`config.mk`:
```
export PLATFORM = sky130hd
export DESIGN_NAME = modbus_rtu_master_link_core
export DESIGN_NICKNAME = d
export VERILOG_FILES = /design/src/rtl/mrml_pkg.sv /design/src/rtl/mrml_ram.sv /design/src/rtl/mrml_ctrl.sv /design/src/rtl/mrml_out.sv /design/src/rtl/modbus_rtu_master_link_core.sv
export SDC_FILE = /design/constraint.sdc
export NUM_CORES = 2
export LEC_CHECK = 0
export BUFFER_PORTS_ARGS = -buffer_cell sky130_fd_sc_hd__buf_4
export CAP_MARGIN = 20
export CORE_MARGIN = 5
export CORE_UTILIZATION = 50
export CTS_CLUSTER_DIAMETER = 60
export DETAILED_ROUTE_END_ITERATION = 10
export PLACE_DENSITY_LB_ADDON = 0.2
export SLEW_MARGIN = 20
export SYNTH_ARGS = -nofsm -noshare
export SYNTH_HDL_FRONTEND = slang
export SYNTH_HIERARCHICAL = 1
export SYNTH_SLANG_ARGS = --single-unit
```
`constraint.sdc`:
```
create_clock -name clk -period 5.9 [get_ports clk]
set_input_delay 1.18 -clock clk [delete_from_list [all_inputs] [get_ports clk]]
set_output_delay 1.18 -clock clk [all_outputs]
set_load 0.05 [all_outputs]
```
`src/rtl/mrml_pkg.sv`:
```
// ----------------------------------------------------------------------------
// mrml_pkg
// Shared types, codes and the CRC-16 update for the Modbus RTU master link.
// ----------------------------------------------------------------------------
package mrml_pkg;

  // Input item kinds
  localparam logic [2:0] REQ_TX_BYTE   = 3'd0;
  localparam logic [2:0] REQ_RX_BYTE   = 3'd1;
  localparam logic [2:0] REQ_FRAME_END = 3'd2;
  localparam logic [2:0] REQ_TICK      = 3'd3;
  localparam logic [2:0] REQ_READ      = 3'd4;

  // Result kinds
  localparam logic [1:0] KIND_TX     = 2'd0;
  localparam logic [1:0] KIND_REPORT = 2'd1;
  localparam logic [1:0] KIND_READ   = 2'd2;

  // Report status codes
  localparam logic [2:0] ST_OK        = 3'd0;
  localparam logic [2:0] ST_BUSY      = 3'd1;
  localparam logic [2:0] ST_TIMEOUT   = 3'd2;
  localparam logic [2:0] ST_BAD_SIZE  = 3'd3;
  localparam logic [2:0] ST_BAD_CRC   = 3'd4;
  localparam logic [2:0] ST_EXCEPTION = 3'd5;

  localparam logic [15:0] CRC_INIT     = 16'hFFFF;
  localparam logic [15:0] CRC_POLY     = 16'hA001;
  localparam logic [7:0]  FUNC_MASK    = 8'h7F;
  localparam logic [16:0] ELAPSED_MAX  = 17'h1FFFF;
  localparam int          MIN_FRAME    = 5;
  localparam logic [7:0]  PLEN_MAX     = 8'hFF;
  localparam logic [15:0] TIMEOUT_INIT = 16'd100;

  typedef struct packed {
    logic [2:0] req_type;
    logic [7:0] data_byte;
    logic       last_byte;
    logic [7:0] read_index;
  } mrml_in_t;

  typedef struct packed {
    logic [1:0] out_kind;
    logic [7:0] tx_byte;
    logic [2:0] status;
    logic [7:0] exception_code;
    logic [7:0] station_address;
    logic [7:0] function_code;
    logic [7:0] payload_length;
    logic [7:0] read_byte;
    logic       last_out;
  } mrml_out_t;

  // Result group produced by one input item
  typedef enum logic [1:0] {
    BND_TX_ONE,
    BND_TX_CRC,
    BND_REPORT,
    BND_READ
  } mrml_bnd_type_t;

  typedef struct packed {
    mrml_bnd_type_t btype;
    logic [7:0]     tx_byte;
    logic [15:0]    crc;
    logic [2:0]     status;
    logic [7:0]     exc;
    logic [7:0]     addr;
    logic [7:0]     func;
    logic [7:0]     plen;
    logic           out_of_range;
  } mrml_bnd_t;

  // Fold one byte into a reflected CRC-16, one bit per step
  function automatic logic [15:0] crc16_update(input logic [15:0] crc, input logic [7:0] b);
    logic [15:0] c;
    c = crc ^ {8'h00, b};
    for (int i = 0; i < 8; i++) begin
      if (c[0]) begin
        c = (c >> 1) ^ CRC_POLY;
      end else begin
        c = c >> 1;
      end
    end
    return c;
  endfunction

endpackage

```
`src/rtl/mrml_ram.sv`:
```
// ----------------------------------------------------------------------------
// mrml_ram
// Generic single-write, single-read RAM with registered read data.
// ----------------------------------------------------------------------------
module mrml_ram #(
  parameter int WIDTH = 8,
  parameter int DEPTH = 256
) (
  input  logic                     clk,
  input  logic                     we,
  input  logic [$clog2(DEPTH)-1:0] waddr,
  input  logic [WIDTH-1:0]         wdata,
  input  logic                     re,
  input  logic [$clog2(DEPTH)-1:0] raddr,
  output logic [WIDTH-1:0]         rdata
);

  logic [WIDTH-1:0] mem [DEPTH];

  // Write port and registered read port
  always_ff @(posedge clk) begin
    if (we) begin
      mem[waddr] <= wdata;
    end
    if (re) begin
      rdata <= mem[raddr];
    end
  end

endmodule

```
`src/rtl/mrml_ctrl.sv`:
```
// ----------------------------------------------------------------------------
// mrml_ctrl
// Link state: transmit CRC and request tracking, receive CRC and byte count,
// timeout counter. Builds the result group of each accepted item and drives
// the receive buffer ports.
// ----------------------------------------------------------------------------
module mrml_ctrl
  import mrml_pkg::*;
#(
  parameter int BUFFER_BYTES = 256
) (
  input  logic                            clk,
  input  logic                            rst,
  input  logic                            in_valid,
  input  logic                            in_ready,
  input  mrml_in_t                        in_data,
  input  logic                            cfg_we,
  input  logic [15:0]                     cfg_wdata,
  output logic                            bnd_load,
  output mrml_bnd_t                       bnd,
  output logic                            ram_we,
  output logic [$clog2(BUFFER_BYTES)-1:0] ram_waddr,
  output logic [7:0]                      ram_wdata,
  output logic                            ram_re,
  output logic [$clog2(BUFFER_BYTES)-1:0] ram_raddr
);

  localparam int AW = $clog2(BUFFER_BYTES);
  localparam int CW = $clog2(BUFFER_BYTES + 2);
  localparam logic [CW-1:0] BUF_CNT = CW'(BUFFER_BYTES);
  localparam logic [CW-1:0] MIN_CNT = CW'(MIN_FRAME);
  localparam logic [CW-1:0] HDR_LEN = CW'(4);
  localparam logic [10:0]   BUF_IDX = 11'(BUFFER_BYTES);

  logic [15:0]   timeout_ms;
  logic [15:0]   tx_crc, tx_crc_next;
  logic [1:0]    tx_pos, tx_pos_next;
  logic          dropping, dropping_next;
  logic [7:0]    drop_addr, drop_addr_next;
  logic [7:0]    drop_func, drop_func_next;
  logic          pending, pending_next;
  logic [16:0]   elapsed, elapsed_next;
  logic [15:0]   rx_crc, rx_crc_next;
  logic [15:0]   rx_tail, rx_tail_next;
  logic [CW-1:0] rx_count, rx_count_next;
  logic [7:0]    hdr0, hdr1, hdr2;

  logic          accept;
  logic          drop_v;
  logic [7:0]    drop_addr_v, drop_func_v;
  logic [15:0]   tx_crc_v;
  logic [16:0]   elapsed_v;
  logic [15:0]   rx_got;
  logic [CW-1:0] plen_full;
  logic [10:0]   read_pos;

  assign accept    = in_valid && in_ready;
  assign rx_got    = {rx_tail[7:0], rx_tail[15:8]};
  assign plen_full = rx_count - HDR_LEN;
  assign read_pos  = 11'(in_data.read_index) + 11'd2;

  // Next state and result group of the accepted item
  always_comb begin
    tx_crc_next    = tx_crc;
    tx_pos_next    = tx_pos;
    dropping_next  = dropping;
    drop_addr_next = drop_addr;
    drop_func_next = drop_func;
    pending_next   = pending;
    elapsed_next   = elapsed;
    rx_crc_next    = rx_crc;
    rx_tail_next   = rx_tail;
    rx_count_next  = rx_count;
    bnd_load       = 1'b0;
    bnd            = '0;
    ram_we         = 1'b0;
    ram_waddr      = rx_count[AW-1:0];
    ram_wdata      = in_data.data_byte;
    ram_re         = 1'b0;
    ram_raddr      = read_pos[AW-1:0];
    drop_v         = dropping;
    drop_addr_v    = drop_addr;
    drop_func_v    = drop_func;
    tx_crc_v       = crc16_update(tx_crc, in_data.data_byte);
    elapsed_v      = (elapsed < ELAPSED_MAX) ? elapsed + 17'd1 : elapsed;
    if (accept) begin
      case (in_data.req_type)
        REQ_TX_BYTE: begin
          // Track request position; drop requests started while busy
          if (tx_pos == 2'd0) begin
            drop_v = pending;
            if (pending) begin
              drop_addr_v = in_data.data_byte;
              drop_func_v = 8'h00;
            end
          end else if (tx_pos == 2'd1 && dropping) begin
            drop_func_v = in_data.data_byte;
          end
          tx_pos_next    = (tx_pos == 2'd2) ? tx_pos : tx_pos + 2'd1;
          dropping_next  = drop_v;
          drop_addr_next = drop_addr_v;
          drop_func_next = drop_func_v;
          if (drop_v) begin
            if (in_data.last_byte) begin
              dropping_next = 1'b0;
              tx_pos_next   = 2'd0;
              bnd_load      = 1'b1;
              bnd.btype     = BND_REPORT;
              bnd.status    = ST_BUSY;
              bnd.addr      = drop_addr_v;
              bnd.func      = drop_func_v;
            end
          end else begin
            tx_crc_next = tx_crc_v;
            bnd_load    = 1'b1;
            bnd.tx_byte = in_data.data_byte;
            bnd.crc     = tx_crc_v;
            bnd.btype   = BND_TX_ONE;
            if (in_data.last_byte) begin
              bnd.btype    = BND_TX_CRC;
              tx_crc_next  = CRC_INIT;
              tx_pos_next  = 2'd0;
              pending_next = 1'b1;
              elapsed_next = '0;
            end
          end
        end
        REQ_RX_BYTE: begin
          // Shift in the byte; CRC lags two bytes behind
          if (rx_count >= CW'(2)) begin
            rx_crc_next = crc16_update(rx_crc, rx_tail[15:8]);
          end
          rx_tail_next = {rx_tail[7:0], in_data.data_byte};
          ram_we = rx_count < BUF_CNT;
          if (rx_count <= BUF_CNT) begin
            rx_count_next = rx_count + CW'(1);
          end
        end
        REQ_FRAME_END: begin
          pending_next  = 1'b0;
          elapsed_next  = '0;
          rx_crc_next   = CRC_INIT;
          rx_tail_next  = '0;
          rx_count_next = '0;
          bnd_load      = 1'b1;
          bnd.btype     = BND_REPORT;
          if (rx_count < MIN_CNT || rx_count > BUF_CNT) begin
            bnd.status = ST_BAD_SIZE;
          end else if (rx_got != rx_crc) begin
            bnd.status = ST_BAD_CRC;
          end else if (hdr1[7]) begin
            bnd.status = ST_EXCEPTION;
            bnd.exc    = hdr2;
            bnd.addr   = hdr0;
            bnd.func   = hdr1 & FUNC_MASK;
          end else begin
            bnd.status = ST_OK;
            bnd.addr   = hdr0;
            bnd.func   = hdr1 & FUNC_MASK;
            bnd.plen   = (plen_full > CW'(PLEN_MAX)) ? PLEN_MAX : plen_full[7:0];
          end
        end
        REQ_TICK: begin
          // Count while a request is outstanding; report once past the limit
          if (pending) begin
            elapsed_next = elapsed_v;
            if (elapsed_v > {1'b0, timeout_ms}) begin
              pending_next = 1'b0;
              elapsed_next = '0;
              bnd_load     = 1'b1;
              bnd.btype    = BND_REPORT;
              bnd.status   = ST_TIMEOUT;
            end
          end
        end
        REQ_READ: begin
          ram_re           = 1'b1;
          bnd_load         = 1'b1;
          bnd.btype        = BND_READ;
          bnd.out_of_range = read_pos >= BUF_IDX;
        end
        default: begin
        end
      endcase
    end
  end

  // Control state
  always_ff @(posedge clk) begin
    if (rst) begin
      timeout_ms <= TIMEOUT_INIT;
      tx_crc     <= CRC_INIT;
      tx_pos     <= '0;
      dropping   <= 1'b0;
      drop_addr  <= '0;
      drop_func  <= '0;
      pending    <= 1'b0;
      elapsed    <= '0;
      rx_crc     <= CRC_INIT;
      rx_tail    <= '0;
      rx_count   <= '0;
    end else begin
      if (cfg_we) begin
        timeout_ms <= cfg_wdata;
      end
      tx_crc    <= tx_crc_next;
      tx_pos    <= tx_pos_next;
      dropping  <= dropping_next;
      drop_addr <= drop_addr_next;
      drop_func <= drop_func_next;
      pending   <= pending_next;
      elapsed   <= elapsed_next;
      rx_crc    <= rx_crc_next;
      rx_tail   <= rx_tail_next;
      rx_count  <= rx_count_next;
    end
  end

  // Keep the frame header bytes beside the buffer for the frame-end check
  always_ff @(posedge clk) begin
    if (ram_we) begin
      if (rx_count == CW'(0)) begin
        hdr0 <= in_data.data_byte;
      end
      if (rx_count == CW'(1)) begin
        hdr1 <= in_data.data_byte;
      end
      if (rx_count == CW'(2)) begin
        hdr2 <= in_data.data_byte;
      end
    end
  end

endmodule

```
`src/rtl/mrml_out.sv`:
```
// ----------------------------------------------------------------------------
// mrml_out
// Result side: one stage that waits for buffer read data, then an output
// stage that steps through the results of one group, one per transfer.
// ----------------------------------------------------------------------------
module mrml_out
  import mrml_pkg::*;
(
  input  logic       clk,
  input  logic       rst,
  input  logic       bnd_load,
  input  mrml_bnd_t  bnd,
  input  logic [7:0] ram_rdata,
  output logic       in_ready,
  output logic       out_valid,
  input  logic       out_ready,
  output mrml_out_t  out_data
);

  logic       s1_valid;
  mrml_bnd_t  s1_bnd;
  logic       o_valid;
  mrml_bnd_t  o_bnd;
  logic [7:0] o_read;
  logic [1:0] o_idx;
  logic       o_last;
  logic       o_free;
  logic       s1_adv;

  assign o_last   = (o_bnd.btype != BND_TX_CRC) || (o_idx == 2'd2);
  assign o_free   = !o_valid || (out_ready && o_last);
  assign s1_adv   = s1_valid && o_free;
  assign in_ready = !s1_valid || s1_adv;

  // Advance the two stages
  always_ff @(posedge clk) begin
    if (rst) begin
      s1_valid <= 1'b0;
      o_valid  <= 1'b0;
      o_idx    <= '0;
    end else begin
      if (in_ready) begin
        s1_valid <= bnd_load;
      end
      if (s1_adv) begin
        o_valid <= 1'b1;
        o_idx   <= '0;
      end else if (o_valid && out_ready) begin
        if (o_last) begin
          o_valid <= 1'b0;
        end else begin
          o_idx <= o_idx + 2'd1;
        end
      end
    end
  end

  // Payload registers
  always_ff @(posedge clk) begin
    if (in_ready && bnd_load) begin
      s1_bnd <= bnd;
    end
    if (s1_adv) begin
      o_bnd  <= s1_bnd;
      o_read <= s1_bnd.out_of_range ? 8'h00 : ram_rdata;
    end
  end

  // Form the current result
  always_comb begin
    out_valid         = o_valid;
    out_data          = '0;
    out_data.last_out = o_last;
    case (o_bnd.btype)
      BND_TX_ONE, BND_TX_CRC: begin
        out_data.out_kind = KIND_TX;
        case (o_idx)
          2'd0:    out_data.tx_byte = o_bnd.tx_byte;
          2'd1:    out_data.tx_byte = o_bnd.crc[7:0];
          default: out_data.tx_byte = o_bnd.crc[15:8];
        endcase
      end
      BND_REPORT: begin
        out_data.out_kind        = KIND_REPORT;
        out_data.status          = o_bnd.status;
        out_data.exception_code  = o_bnd.exc;
        out_data.station_address = o_bnd.addr;
        out_data.function_code   = o_bnd.func;
        out_data.payload_length  = o_bnd.plen;
      end
      default: begin
        out_data.out_kind  = KIND_READ;
        out_data.read_byte = o_read;
      end
    endcase
  end

endmodule

```
`src/rtl/modbus_rtu_master_link_core.sv`:
```
// Path: each result passes the read-wait stage and then the output register
// before it is offered. Throughput: one item per cycle while the output is not
// stalled and each item gives at most one result; a request's last byte holds
// the output stage for three transfers (byte, CRC low, CRC high), set by the
// single output register stepping through them.
// Reset: synchronous, clears all link state, timeout returns to 100 ticks;
// the receive buffer is not cleared and needs no clearing pass.
// ----------------------------------------------------------------------------
// modbus_rtu_master_link_core
// Modbus RTU master link: sends requests with CRC-16, checks received frames,
// times out requests and serves payload reads from the receive buffer.
// ----------------------------------------------------------------------------
module modbus_rtu_master_link_core
  import mrml_pkg::*;
#(
  parameter int BUFFER_BYTES = 256
) (
  input  logic        clk,
  input  logic        rst,
  input  logic        in_valid,
  output logic        in_ready,
  input  mrml_in_t    in_data,
  output logic        out_valid,
  input  logic        out_ready,
  output mrml_out_t   out_data,
  input  logic        cfg_we,
  input  logic [15:0] cfg_wdata
);

  localparam int AW = $clog2(BUFFER_BYTES);

  logic          bnd_load;
  mrml_bnd_t     bnd;
  logic          ram_we;
  logic [AW-1:0] ram_waddr;
  logic [7:0]    ram_wdata;
  logic          ram_re;
  logic [AW-1:0] ram_raddr;
  logic [7:0]    ram_rdata;

  mrml_ctrl #(
    .BUFFER_BYTES(BUFFER_BYTES)
  ) u_ctrl (
    .clk      (clk),
    .rst      (rst),
    .in_valid (in_valid),
    .in_ready (in_ready),
    .in_data  (in_data),
    .cfg_we   (cfg_we),
    .cfg_wdata(cfg_wdata),
    .bnd_load (bnd_load),
    .bnd      (bnd),
    .ram_we   (ram_we),
    .ram_waddr(ram_waddr),
    .ram_wdata(ram_wdata),
    .ram_re   (ram_re),
    .ram_raddr(ram_raddr)
  );

  // Receive buffer
  mrml_ram #(
    .WIDTH(8),
    .DEPTH(BUFFER_BYTES)
  ) u_rx_buf (
    .clk  (clk),
    .we   (ram_we),
    .waddr(ram_waddr),
    .wdata(ram_wdata),
    .re   (ram_re),
    .raddr(ram_raddr),
    .rdata(ram_rdata)
  );

  mrml_out u_out (
    .clk      (clk),
    .rst      (rst),
    .bnd_load (bnd_load),
    .bnd      (bnd),
    .ram_rdata(ram_rdata),
    .in_ready (in_ready),
    .out_valid(out_valid),
    .out_ready(out_ready),
    .out_data (out_data)
  );

endmodule

```
; ---- Word-level counts from Yosys, hierarchy flattened
; Memory sizes are Yosys's and may differ from the RTL's. A register that Yosys moved wholly into a read port is not among the register bits.
; Index checks and enable logic that the tools add are counted.
[op_classes]
add_sub_neg = 6
n_lt_le_gt_ge = 9
eq_ne = 20
n_mux = 107
bitwise = 24
reduce_logical = 42
[op_table]
columns = cell, count
row1 = 16-bit two-way mux, 41
row2 = 16-bit case mux with 2 select lines, 3
row3 = 17-bit two-way mux, 5
row4 = 8-bit two-way mux, 9
row5 = 17-bit case mux with 3 select lines, 1
row6 = 24-bit two-way mux, 2
row7 = 2-bit NOT with 3-bit output, 16
row8 = 35-bit two-way mux, 1
row9 = 16-bit by 8-bit bitwise XOR with 16-bit output, 2
row10 = 1-bit two-way mux, 26
row11 = 9-bit case mux with 2 select lines, 1
row12 = 17-bit by 1-bit adder with 17-bit output (second input constant), 1
row13 = 17-bit by 16-bit > comparator with 1-bit output, 1
row14 = 17-bit less-than comparator (second input constant), 1
row15 = 16-bit inequality test, 1
row16 = 8-bit case mux with 2 select lines, 1
row17 = 2-bit AND reduction, 8
row18 = 2-bit two-way mux, 7
row19 = 3-bit two-way mux, 4
row20 = 3-bit AND reduction, 4
row21 = 11-bit by 9-bit >= comparator with 1-bit output (second input constant), 1
row22 = 5-bit OR reduction, 2
row23 = 8-bit by 2-bit adder with 9-bit output (second input constant), 1
row24 = 9-bit by 1-bit adder with 9-bit output (second input constant), 1
row25 = other kinds (35), 68
[word_totals]
regBits = 269
ram_bits = 2048
out_inout_bits = 56
wordCells = 244
memories = 1
[mem_list]
columns = name, depth, word_bits, read_ports, rd_ports_with_merged_regs, write_ports, line
row1 = u_rx_buf.mem, 256, 8, 1, 1, 1, mrml_ram.sv:18  ; logic [WIDTH-1:0] mem [DEPTH];

; ---- Logic depth before layout (Yosys ltp)
[depth]
ltp_word = 42
mapped_depth = 16
ltp_nobuf = 15

; ---- Cells and area by module
; Netlist, hierarchy kept.
[modules_own_cells]
columns = module, instances, cells_each, area_per_inst_um2, seq_area_each_um2
row1 = mrml_ram, 1, 3733, 79636.4, 61739.2
row2 = mrml_ctrl, 1, 865, 7492.2, 2922.8
row3 = mrml_out, 1, 248, 4690.7, 4013.8

; ---- Worst setup path before layout
; OpenSTA, ideal clock, no wires.
[synth_timing]
path_kind = input-to-reg
startpoint = input out_ready
endpoint = register u_out/o_bnd[10] (netlist name), enable pin
setup_ns = 0.520
arrival_ns = 4.622
t_required_ns = 5.380
path_slack_ns = 0.758
stages = 2
n_path_buf = 0
cell_sequence = nand2_1 o22ai_1
[synth_between]
elab_chain_cells = 3
[synth_lines]
columns = element, line
row1 = from (decl), modbus_rtu_master_link_core.sv:24  ; input logic out_ready,
row2 = 1-bit logical AND, mrml_out.sv:31  ; assign o_free = !o_valid || (out_ready && o_last);
row3 = 1-bit logical OR, mrml_out.sv:31
row4 = 1-bit logical AND, mrml_out.sv:32  ; assign s1_adv = s1_valid && o_free;
row5 = net u_out.s1_adv, mrml_out.sv:28  ; logic s1_adv;
row6 = to (signal assigned), mrml_out.sv:64  ; o_bnd <= s1_bnd;
row7 = to (decl), mrml_out.sv:23  ; mrml_bnd_t o_bnd;
; The timed path passes the listed nets, and every way through them passes these cells.
; A chain may end at the register's enable or synchronous reset.

; ---- Worst setup path after layout
[layout_timing]
startpoint = register u_ctrl.elapsed[13]
endpoint = register u_out/s1_bnd[50] (netlist name), enable pin
[layout_between]
elab_chain_cells = 8
elab_cells_between_ends = 9
cone_classes = 1 x add/sub / 2 x order compare / 5 x mux / 1 x reduce/logical
[layout_lines]
columns = element, line
row1 = from (decl), mrml_ctrl.sv:42  ; logic [16:0] elapsed, elapsed_next;
row2 = from (signal assigned), mrml_ctrl.sv:212  ; elapsed <= elapsed_next;
row3 = 17-bit by 1-bit adder with 17-bit output / 17-bit less-than comparator (equally long branches), mrml_ctrl.sv:85  ; elapsed_v = (elapsed < ELAPSED_MAX) ? elapsed + 17'd1 : elapsed;
row4 = 17-bit two-way mux (*), mrml_ctrl.sv:85
row5 = 17-bit by 16-bit > comparator with 1-bit output (*), mrml_ctrl.sv:167  ; if (elapsed_v > {1'b0, timeout_ms}) begin
row6 = 1-bit two-way mux (*), mrml_ctrl.sv:167
row7 = 1-bit two-way mux (*), mrml_ctrl.sv:165  ; if (pending) begin
row8 = 1-bit case mux with 3 select lines (*), mrml_ctrl.sv:87  ; case (in_data.req_type)
row9 = 1-bit two-way mux (*), mrml_ctrl.sv:86  ; if (accept) begin
row10 = net bnd_load, modbus_rtu_master_link_core.sv:32  ; logic bnd_load;
row11 = 1-bit logical AND (*), mrml_out.sv:60  ; if (in_ready && bnd_load) begin
row12 = to (signal assigned), mrml_out.sv:61  ; s1_bnd <= bnd;
row13 = to (decl), mrml_out.sv:21  ; mrml_bnd_t s1_bnd;
; The timed path passes the listed nets; every way through them passes the cells marked *.

==> flow_metrics.env <==
export IMPL_status="finished clean"
export IMPL_fin_tns_setup_ns=0
export IMPL_ys_types=93
export IMPL_power_density_mw_per_mm2=334
export IMPL_fin_area_mm2=0.103
export IMPL_fp_dieH_um=439
export IMPL_core_mm2=0.183
export IMPL_setup_worst_path_end_class="flip-flop"
export IMPL_gr_total_overflow=0
export IMPL_die_w_um=439
export IMPL_gp_congestion=0.868
export IMPL_final_common_cell="edfxtp_1"
export IMPL_drive_above_1_share_pct=21.1
export IMPL_leakagePower_nw=32.8
export IMPL_synthToLayoutAreaGrowth_pct=12.2
export IMPL_path_clk_slew_ns=0.06
export IMPL_ys_seq_area_share_pct=74.8
export IMPL_antenna_found_initial=9
export IMPL_ir_worst_vdd_mv=0.320
export IMPL_initial_core_util_pct=50.2
export IMPL_place_hpwl_um=139000
export IMPL_drt_initial_drc_count=5286
export IMPL_num_vias=47519
export IMPL_slew_violations=0
export IMPL_fillers=13738
export IMPL_syn_nets=4921
export IMPL_maxSlewHeadroom_pct=27.3
export IMPL_io_buffers=96
export IMPL_hold_viol=0
export IMPL_synth_seq_cells=2325
export IMPL_synth_flop_cell="edfxtp_1"
export IMPL_fp_dieArea_mm2=0.192
export IMPL_wl_per_cell_um=29.2
export IMPL_startpoint_type="flip-flop"
export IMPL_syn_avg_cell_area_um2=18.9
export IMPL_multi_input_area_mm2=0.0213
export IMPL_required_ns=6.40
export IMPL_register_area_mm2=0.0687
export IMPL_cts_tree="yes"
export IMPL_postCtsResizedCells=0
export IMPL_first_global_vias=46750
export IMPL_drt_first_pass_iters=5
export IMPL_rows=157
export IMPL_setup_violations=0
export IMPL_critPathMaxFanout=62
export IMPL_skew_ns=0.0488
export IMPL_post_cts_buffers=0
export IMPL_cts_sinks=2325
export IMPL_final_antenna_net_count=0
export IMPL_critPathKind="flip-flop to flip-flop"
export IMPL_ctsLongestPathBuffers=3
export IMPL_insertion_delay_ns=0.86
export IMPL_cts_buffers_inserted=230
export IMPL_postCtsHoldBufs=0
export IMPL_worstPathArrival_ns=5.01
export IMPL_yosys_warnings=6
export IMPL_postPlaceCellArea_mm2=0.0956
export IMPL_wl_um=225000
export IMPL_final_nets=5125
export IMPL_grt_start_max_net_pins=178
export IMPL_finalCritPeriodShare_pct=76.5
export IMPL_cap_violations=0
export IMPL_worstHoldPathType="flip-flop to flip-flop"
export IMPL_rsz0062_at_grt="false"
export IMPL_syn_area_mm2=0.0918
export IMPL_worst_pin_slew_ns=1.09
export IMPL_vias_per_cell=6.16
export IMPL_finalCriticalPeriod_ns=4.51
export IMPL_grt_pass1_wl_um=330000
export IMPL_ios=97
export IMPL_htree_levels=4
export IMPL_layout_common_cells="2211 x edfxtp_1, 454 x mux4_2, 371 x nor2_1, 253 x buf_4, 234 x clkbuf_16"
export IMPL_synth_edff_count=2211
export IMPL_async_reset_ff_share_pct=0
export IMPL_grt_use_total_pct=23.4
export IMPL_remaining_drc_errors=0
export IMPL_fmax_ghz=0.222
export IMPL_syn_inst=4846
export IMPL_cts_root_buf="clkbuf_16"
==> metrics by stage <==
stage / power [W] / hold slack (ns) / setup slack, ns / utilization (%) / std cells
2_1_floorplan: 0.0196 / 0.400 / 0.758 / - / 4846
3_3_place_gp: 0.0204 / 0.402 / 1.21 / 52.3 / 7282
3_5_place_dp: 0.0204 / 0.405 / 1.22 / 52.3 / 7282
4_1_cts: 0.0347 / 0.413 / 1.39 / 56.3 / 7704
5_1_grt: 0.0355 / 0.421 / 1.04 / 56.3 / 7704
6_report: 0.0344 / 0.414 / 1.39 / 56.4 / 7708
==> worst paths after layout <==
| path | cells past startpoint | slack (ns) | start | to |
|---|---|---|---|---|
| setup / recovery | 14 | 1.39 | u_ctrl/elapsed[13] | u_out/s1_bnd[50] |
| hold / removal | 0 | 0.41 | u_out/s1_bnd[16] | u_out/o_bnd[16] |
| setup reg to reg | 14 | 1.39 | u_ctrl/elapsed[13] | u_out/s1_bnd[50] |
| hold reg to reg | 0 | 0.41 | u_out/s1_bnd[16] | u_out/o_bnd[16] |
==> final cells by class <==
class / instances / area share (%)
clock inverter: 134 / 1.32
inverter: 42 / 0.160
antenna: 4 / 0.00971
sequential: 2325 / 66.6
timing repair buffer: 279 / 2.30
tap: 2464 / 2.99
clock buffer: 288 / 5.91
multi-input combinational: 2172 / 20.7
==> power breakdown <==
group | switching, W | internal [W] | leakage (nW)
clock | 0.00612 | 0.00826 | 3.62
sequential | 0.0000217 | 0.0181 | 20.9
combinational | 0.00126 | 0.000658 | 8.29
==> Yosys cell counts, types with 33 or more instances <==
library cell / number / area [um2]
edfxtp_1: 2211 / 66400
mux4_2: 454 / 10200
nor2_1: 376 / 1410
a21oi_1: 168 / 841
mux2i_1: 158 / 1580
a22oi_1: 157 / 1180
clkbuf_1: 153 / 574
nand2_1: 125 / 469
dfxtp_1: 114 / 2280
nand3_1: 68 / 340
xnor2_1: 51 / 447
and3_1: 48 / 300
o221ai_1: 47 / 412
buf_4: 46 / 345
nor3_1: 46 / 230
and2_1: 45 / 282
nor2b_1: 42 / 263
inv_1: 39 / 146
o21ai_1: 38 / 190
buf_2: 35 / 175
ha_1: 34 / 425
nand4_1: 33 / 206
==> cell families after synthesis <==
family | share of synthesized area [%]
muxes | 12.9
DFF | 74.8
adders and majority gates | 0.463
AOI/OAI and AO/OA | 4.42
xor gates and xnor gates | 0.737
and+or+nand+nor | 4.47
buffers and inverters | 2.18
==> layer usage <==
metal  routed length, um  global-route usage, %  part of all wire [%]
met1               93700                   33.9                    42
met2              108000                   36.9                    48
met3               17200                   4.23                   7.6
met4                6440                   6.83                   2.9
met5                  27                      0                 0.012
==> state kept, by name, indices dropped and copies added, names as in the netlist, 16 cells and up <==
register,count
u_ctrl/tx_crc,16
u_out/o_bnd,61
u_rx_buf/mem,2048
u_ctrl/rx_tail,16
u_ctrl/rx_crc,16
u_out/s1_bnd,62
u_ctrl/timeout_ms,16
u_ctrl/elapsed,17
==> worst max-delay path: stages (launching register included) <==
cell and delay (ns):
dfxtp_1 0.42, nand4_1 0.26, nor4_1 0.79, or2_1 0.23, nor2_1 0.06, or2_1 0.22
ha_1 0.32, a21oi_1 0.08, a21boi_0 0.20, o31ai_1 0.11, a31o_1 0.26, a21boi_1 0.40
o221a_1 0.29, and2_2 0.17, buf_12 0.31
(Power assumes the default switching activity.)
